$ cat config.mk
export PLATFORM = sky130hd
export DESIGN_NAME = fixed_point_square_root_flat
export DESIGN_NICKNAME = d
export VERILOG_FILES = /design/src/sv/fpsqrt_pkg.sv /design/src/sv/fpsqrt_if.sv /design/src/sv/fpsqrt_step.sv /design/src/sv/fixed_point_square_root.sv /design/src/flat_wrapper.sv
export SDC_FILE = /design/constraint.sdc
export NUM_CORES = 2
export LEC_CHECK = 0
export CORE_ASPECT_RATIO = 1.1
export CORE_MARGIN = 1
export CORE_UTILIZATION = 45
export DETAILED_ROUTE_END_ITERATION = 8
export DONT_BUFFER_PORTS = 1
export MAX_ROUTING_LAYER = met4
export PLACE_DENSITY = 0.71
export SLEW_MARGIN = 20
export SYNTH_ARGS = -nofsm -noshare
export SYNTH_HDL_FRONTEND = slang
export SYNTH_SLANG_ARGS = --single-unit
$ cat constraint.sdc
create_clock -name i_clk -period 5.2 [get_ports i_clk]
set_clock_uncertainty 0.1 [all_clocks]
set_input_delay 0.78 -clock i_clk [delete_from_list [all_inputs] [get_ports i_clk]]
set_output_delay 0.78 -clock i_clk [all_outputs]
set_load 0.05 [all_outputs]
$ cat src/sv/fpsqrt_pkg.sv
// ----------------------------------------------------------------------------
// fpsqrt_pkg
// shared widths and constants for the fixed-point square root pipeline
// ----------------------------------------------------------------------------
package fpsqrt_pkg;

    // payload widths of the two channels
    localparam int RADICAND_W = 32;
    localparam int ROOT_W     = 24;

    // radicand bits brought down per digit step
    localparam int PAIR_W = 2;

    // low bits of the trial value 4r+1
    localparam logic [PAIR_W-1:0] TRIAL_LSB = 2'b01;

    typedef logic [RADICAND_W-1:0] t_radicand;
    typedef logic [ROOT_W-1:0]     t_root;

endpackage

$ cat src/sv/fpsqrt_if.sv
// ----------------------------------------------------------------------------
// fpsqrt channel interfaces
// valid/ready channels for radicand input and root output
// ----------------------------------------------------------------------------
interface fpsqrt_in_if;
    import fpsqrt_pkg::*;

    logic      valid;
    logic      ready;
    t_radicand radicand;

    modport source (output valid, output radicand, input ready);
    modport sink   (input valid, input radicand, output ready);
endinterface

interface fpsqrt_out_if;
    import fpsqrt_pkg::*;

    logic  valid;
    logic  ready;
    t_root root;

    modport source (output valid, output root, input ready);
    modport sink   (input valid, input root, output ready);
endinterface

$ cat src/sv/fpsqrt_step.sv
// ----------------------------------------------------------------------------
// fpsqrt_step
// one restoring digit step with its output register and valid bit
// ----------------------------------------------------------------------------
module fpsqrt_step #(
    parameter int QW = 16,
    parameter int RW = 18,
    parameter int VW = 32
) (
    input  logic          i_clk,
    input  logic          i_rst_n,
    input  logic          i_valid,
    output logic          o_ready,
    input  logic [RW-1:0] i_rem,
    input  logic [QW-1:0] i_root,
    input  logic [VW-1:0] i_val,
    output logic          o_valid,
    input  logic          i_ready,
    output logic [RW-1:0] o_rem,
    output logic [QW-1:0] o_root,
    output logic [VW-1:0] o_val
);
    import fpsqrt_pkg::*;

    logic          r_valid;
    logic [RW-1:0] r_rem;
    logic [QW-1:0] r_root;
    logic [VW-1:0] r_val;

    logic [RW-1:0] cur;
    logic [RW-1:0] trial;
    logic          fits;
    logic [RW-1:0] n_rem;
    logic [QW-1:0] n_root;
    logic [VW-1:0] n_val;
    logic          load;

    // bring down the next pair and trial-subtract 4r+1
    always_comb begin
        cur    = {i_rem[RW-PAIR_W-1:0], i_val[VW-1 -: PAIR_W]};
        trial  = {i_root, TRIAL_LSB};
        fits   = (cur >= trial);
        n_rem  = fits ? (cur - trial) : cur;
        n_root = {i_root[QW-2:0], fits};
        n_val  = {i_val[VW-PAIR_W-1:0], {PAIR_W{1'b0}}};
    end

    assign o_ready = !r_valid || i_ready;
    assign load    = i_valid && o_ready;

    always_ff @(posedge i_clk) begin
        if (!i_rst_n) begin
            r_valid <= 1'b0;
        end else if (o_ready) begin
            r_valid <= i_valid;
        end
    end

    always_ff @(posedge i_clk) begin
        if (load) begin
            r_rem  <= n_rem;
            r_root <= n_root;
            r_val  <= n_val;
        end
    end

    assign o_valid = r_valid;
    assign o_rem   = r_rem;
    assign o_root  = r_root;
    assign o_val   = r_val;

endmodule

$ cat src/sv/fixed_point_square_root.sv
// ----------------------------------------------------------------------------
// fixed_point_square_root
// pipelined digit-by-digit square root of an unsigned fixed-point value
// ----------------------------------------------------------------------------
//
//  channel  | dir | payload           | transfer when
//  ---------+-----+-------------------+-------------------------
//  i_in     | in  | radicand [31:0]   | i_in.valid && i_in.ready
//  o_out    | out | root [23:0]       | o_out.valid && o_out.ready
//
//  STEPS = TOTAL_BITS - IB/2 (24 by default), IB being INT_BITS capped at TOTAL_BITS
//  one transfer per cycle while o_out is ready: one input register then one
//  register stage per root digit, each holding a single trial subtract
//  every stage has its own valid bit and takes a new item once its own
//  content moves on, so bubbles close up while the output is stalled
//  synchronous active-low reset clears the valid bits only
//
module fixed_point_square_root #(
    parameter int TOTAL_BITS = 32,
    parameter int INT_BITS   = 16
) (
    input  logic           i_clk,
    input  logic           i_rst_n,
    fpsqrt_in_if.sink      i_in,
    fpsqrt_out_if.source   o_out
);
    import fpsqrt_pkg::*;

    // integer bits are capped at the total width
    localparam int IB    = (INT_BITS > TOTAL_BITS) ? TOTAL_BITS : INT_BITS;
    localparam int FRAC  = TOTAL_BITS - IB;
    localparam int STEPS = TOTAL_BITS - IB / 2;
    // root width, remainder width and the width of radicand << FRAC
    localparam int QW    = STEPS;
    localparam int RW    = STEPS + PAIR_W;
    localparam int VW    = PAIR_W * STEPS;

    // stage k carries the state entering digit step k
    logic          s_valid [0:STEPS];
    logic          s_ready [0:STEPS];
    logic [RW-1:0] s_rem   [0:STEPS];
    logic [QW-1:0] s_root  [0:STEPS];
    logic [VW-1:0] s_val   [0:STEPS];

    // input register: aligned radicand, empty remainder and root
    logic          r_in_valid;
    logic [VW-1:0] r_in_val;
    logic [VW-1:0] n_in_val;

    // only the low TOTAL_BITS of the radicand take part
    assign n_in_val   = VW'(i_in.radicand[TOTAL_BITS-1:0]) << FRAC;
    assign i_in.ready = !r_in_valid || s_ready[0];

    always_ff @(posedge i_clk) begin
        if (!i_rst_n) begin
            r_in_valid <= 1'b0;
        end else if (i_in.ready) begin
            r_in_valid <= i_in.valid;
        end
    end

    always_ff @(posedge i_clk) begin
        if (i_in.valid && i_in.ready) begin
            r_in_val <= n_in_val;
        end
    end

    assign s_valid[0] = r_in_valid;
    assign s_rem[0]   = '0;
    assign s_root[0]  = '0;
    assign s_val[0]   = r_in_val;

    // one registered digit step per root bit, most significant first
    for (genvar k = 0; k < STEPS; k++) begin : g_step
        fpsqrt_step #(
            .QW (QW),
            .RW (RW),
            .VW (VW)
        ) u_step (
            .i_clk   (i_clk),
            .i_rst_n (i_rst_n),
            .i_valid (s_valid[k]),
            .o_ready (s_ready[k]),
            .i_rem   (s_rem[k]),
            .i_root  (s_root[k]),
            .i_val   (s_val[k]),
            .o_valid (s_valid[k+1]),
            .i_ready (s_ready[k+1]),
            .o_rem   (s_rem[k+1]),
            .o_root  (s_root[k+1]),
            .o_val   (s_val[k+1])
        );
    end

    // last stage register drives the output; root fits or keeps its low bits
    assign s_ready[STEPS] = o_out.ready;
    assign o_out.valid    = s_valid[STEPS];
    assign o_out.root     = ROOT_W'(s_root[STEPS]);

    // an empty input register always takes a transfer
    a_in_ready_when_empty: assert property (@(posedge i_clk) disable iff (!i_rst_n)
        !r_in_valid |-> i_in.ready)
        else $error("input refused with empty input register");

    // a free output frees the whole chain back to the input
    a_ready_chain: assert property (@(posedge i_clk) disable iff (!i_rst_n)
        o_out.ready |-> i_in.ready)
        else $error("ready chain broken while output drains");

    // an accepted radicand is held in the input register next cycle
    a_in_captured: assert property (@(posedge i_clk) disable iff (!i_rst_n)
        (i_in.valid && i_in.ready) |=> r_in_valid)
        else $error("accepted radicand lost at input register");

    // a stalled first digit step keeps the input register from losing its item
    a_in_hold: assert property (@(posedge i_clk) disable iff (!i_rst_n)
        (r_in_valid && !s_ready[0]) |=> (r_in_valid && $stable(r_in_val)))
        else $error("input register changed while stalled");

endmodule
$ cat src/flat_wrapper.sv
// flat-port wrapper written by rule: the top's interface ports become plain ports
module fixed_point_square_root_flat import fpsqrt_pkg::*;
#(
    parameter int TOTAL_BITS = 32,
    parameter int INT_BITS   = 16
)
  (i_clk, i_rst_n, i_in_valid, i_in_radicand, i_in_ready, o_out_valid, o_out_root, o_out_ready);
  fpsqrt_in_if i_in_i ();
  fpsqrt_out_if o_out_i ();
  input  logic i_clk;
  input  logic i_rst_n;
  input wire logic [$bits(i_in_i.valid)-1:0] i_in_valid;
  input wire logic [$bits(i_in_i.radicand)-1:0] i_in_radicand;
  output wire logic [$bits(i_in_i.ready)-1:0] i_in_ready;
  output wire logic [$bits(o_out_i.valid)-1:0] o_out_valid;
  output wire logic [$bits(o_out_i.root)-1:0] o_out_root;
  input wire logic [$bits(o_out_i.ready)-1:0] o_out_ready;
  assign i_in_i.valid = i_in_valid;
  assign i_in_i.radicand = i_in_radicand;
  assign i_in_ready = i_in_i.ready;
  assign o_out_valid = o_out_i.valid;
  assign o_out_root = o_out_i.root;
  assign o_out_i.ready = o_out_ready;
  fixed_point_square_root #(.TOTAL_BITS(TOTAL_BITS), .INT_BITS(INT_BITS)) u_core (.i_clk(i_clk), .i_rst_n(i_rst_n), .i_in(i_in_i), .o_out(o_out_i));
endmodule
==> results by group <==
Pwr
  – Leak pwr: 22.8 nW
  – Total Power: 18.0 mW
  – Max rail drop VDD: 337 µV
  – PD cells: 295 mW/mm²

Place
  – DP Wirelength: 76,000 µm
  – Post-Place Cell Area: 0.0571 mm²
  – I/O Buffers: 0
  – RePlAce Congestion: 0.912

Worst setup path
  – Critical Path Start Type: register
  – Worst path slowest cell: dfxtp_1
  – Worst reg-to-reg path cell count: 10
  – Critical path required time: 4.32 ns
  – CP endpoint kind: primary output
  – CP max stage delay: 0.64 ns
  – CP max FO: 5
  – Most frequent CP cell: buf_4
  – CP Class: register to primary output
  – Cell Chain, Critical Path: and4b_1 > buf_4 > and3_1 > nand2_1 > nor4_1 > buf_4 > and2_1 > and3_1 > nand4_1 > buf_4
  – Worst Path Arrival: 3.50 ns
  – Setup slack, reg-to-reg: 1.27 ns

Detailed routing
  – Final wirelength: 104,000 µm
  – First drt pass iteration count: 5
  – DRC: 0
  – DR vias: 32,937
  – Vias/cell: 5.31
  – Antenna Violating Nets Remaining: 0
  – Drt first-iter violations: 1,823
  – Average wire per standard cell: 16.7 µm

Synthesis
  – Synth Cell Area: 0.0548 mm²
  – Share of the synthesized area in the top cell type: 59.5%
  – Yosys warning count: 0
  – Post-synthesis sequential area ratio: 60.4%
  – Post-synth EDFFs: 1,086
  – Synth cell types: 101
  – Biggest area consumer among synthesized cells: edfxtp_1
  – Post-Synthesis Cells: 4,379
  – Avg Cell Area, Syn: 12.5 µm²
  – Synth area leaders: edfxtp_1 59%, ha_1 7.1%, xnor2_1 3.4%, inv_1 2.8%, xor2_1 2.7%
  – Synthesized flop and latch total: 1,111
  – Top_reg_cell synth: edfxtp_1
  – Syn_nets: 4,732
  – Synth async-reset ratio: 0%

GRT
  – Met2 Resource Use GR: 32.1%
  – Global Route Usage Sum: 17.2%
  – Pin count of the biggest net entering global routing: 54
  – Initial antenna violation count: 0
  – GR peak layer: met2
  – Routing usage on met3: 2.20%
  – Vias in the first global route: 32,814
  – Overflow after GRT: 0
  – First-pass GRT wire length: 167,000 µm
  – GR Layer Usage met1: 18.6%

Flow run
  – MaxCap Viol Count: 0

Clock tree
  – Total clock sinks: 1,111
  – Setup bufs post-CTS: 0
  – Root buffer cell: clkbuf_16
  – CTS resizes: 0
  – Hold bufs inserted after CTS: 26
  – CTS tree: built
  – Clock transition time at the flip-flop clock pins of the worst setup and hold paths: 0.06 ns
  – CTS HTree Levels: 3
  – Bufs on Longest Clock Path: 3
  – Clk Latency, worst-skew pair: 0.74 ns
  – Clock buffers created by TritonCTS: 112

Timing
  – Final period utilization: 84.2%
  – RSZ-0062 raised after global routing: false
  – # setup viols final: 0
  – Slew Viols, Final: 0
  – Min Tclk post-route: 4.38 ns
  – Slew headroom: 30.1%
  – TNS Setup: 0 ns
  – Final hold viol count: 0
  – Actual slew at the worst max-slew pin: 1.04 ns
  – FMAX: 0.228 GHz

Worst hold path
  – Hold Crit Class: primary input to register
  – Hold path depth: 1

Floorplanning
  – Die width: 335 µm
  – Core ar.: 0.120 mm²
  – Die Y: 368 µm
  – Std-Cell Rows: 133
  – Initial Util: 45.7%
  – IO Pins: 62
  – Full die area: 0.123 mm²

Final layout
  – Syn-to-layout area delta: 11.6%
  – Fill cells: 10,152
  – Layout cells sized above 1: 9.38%
  – Layout Utilization: 50.9%
  – Final non-filler cell area: 0.0612 mm²
  – Ant diodes: 0
  – FF+latch area: 0.0331 mm²
  – Layout Nets: 4,844
  – Area of the multi-input gates: 0.0201 mm²

Run status
  – Outcome: complete, no violations
[Yosys cell counts, drive strengths merged, types with 10 or more instances]
cell     number
and2         15
inv         405
a31oi        16
xnor2       213
xor2        167
mux2        108
edfxtp     1086
or3          57
a21o         71
nand3b       20
o21ai       176
nor3        127
nor4b        10
ha          310
buf          15
nand2       210
o2111ai      12
nand3        77
nor2        293
a211o        17
or2          34
nand2b       47
a21boi       23
or4          15
a21oi       277
o21bai       35
a31o         10
a2111oi      13
and3         21
dfxtp        25
nor2b        55
nand4        36
clkbuf       55
nand4b       12
o31ai        30
nor4         58
o21a         86
a211oi       25
o211ai       14
[cell usage in the layout (no fill, tap or decap), types with 75 or more instances in the layout]
master,Yosys,final
nand3_1,75,75
clkbuf_16,0,113
a21oi_1,276,275
ha_1,310,310
nor2_1,293,290
xor2_1,167,167
nor3_1,123,123
nand2_1,210,210
o21ai_0,172,171
xnor2_1,213,213
o21a_1,86,86
mux2_2,106,106
inv_1,403,403
edfxtp_1,1086,1086
[state kept, by name, indices dropped and copies added (netlist names)]
signal	cells
u_core.g_step.u_step.o_val	240
u_core.g_step.u_step.o_valid	24
u_core.r_in_valid	1
u_core.g_step.u_step.o_rem	514
u_core.r_in_val	32
u_core.g_step.u_step.o_root	300
[critical path, delay by kind of cell, from the launching register on]
kind                   cells  cell delay [ns]
flip-flops                 1             0.64
buffers and inverters      3             0.63
AND/OR/NAND/NOR            7             1.49
[kinds of logic (layout without fill, tap and decap cells)]
kind of cell / Yosys count / in the layout / share of synthesized area (%)
flip-flops: 1111 / 1111 / 60.4
multiplexers: 111 / 111 / 2.29
adder cells (fa/ha/maj): 317 / 317 / 7.33
buffers and inverters: 475 / 682 / 3.31
XOR/XNOR: 380 / 380 / 6.07
AND/OR/NAND/NOR: 1108 / 1108 / 10.3
other: 1 / 1 / 0.00684
AO/OA/AOI/OAI: 876 / 876 / 10.3
[cell type report]
type | instances | area share [%]
Clock buffer | 146 | 4.95
Clock inverter | 63 | 1.20
Inverter | 405 | 2.48
Multi-Input combinational cell | 2793 | 32.9
Sequential cell | 1111 | 54.1
Tap cell | 1620 | 3.31
Timing Repair Buffer | 68 | 1.03
[path summary, 6_finish.rpt]
path / end / startpoint
worst min register to register: u_core.g_step[0].u_step.o_val[22] / u_core.r_in_val[20]
worst max register to register: u_core.g_step[20].u_step.o_rem[2] / u_core.g_step[19].u_step.o_rem[0]
worst min-delay path: u_core.g_step[2].u_step.o_valid / i_rst_n
worst max-delay path: i_in_ready / u_core.g_step[23].u_step.o_valid
[report_power, final]
group | switching [mW] | internal, mW | leakage, nW
Combinational | 0.0701 | 0.0536 | 11.3
Sequential | 0.0331 | 9.80 | 9.69
Clock | 3.44 | 4.65 | 1.82
[per-layer routing]
metal,vias up,share of wire (%)
met5,-,0
li1,16381,-
met3,193,3.2
met4,0,2.8
met1,15839,39
met2,524,55
[through the flow]
step | std cells | worst slack [ns] | hold WS [ns]
after floorplan | 4379 | 0.0469 | 0.300
final | 6206 | 0.819 | 0.0828
after global placement | 5967 | 1.44 | 0.300
after CTS | 6202 | 0.743 | 0.0207
after global routing | 6206 | 0.646 | 0.0543
after detailed placement | 5967 | 1.34 | 0.305
Note: power is estimated with default switching activity, not from simulation.
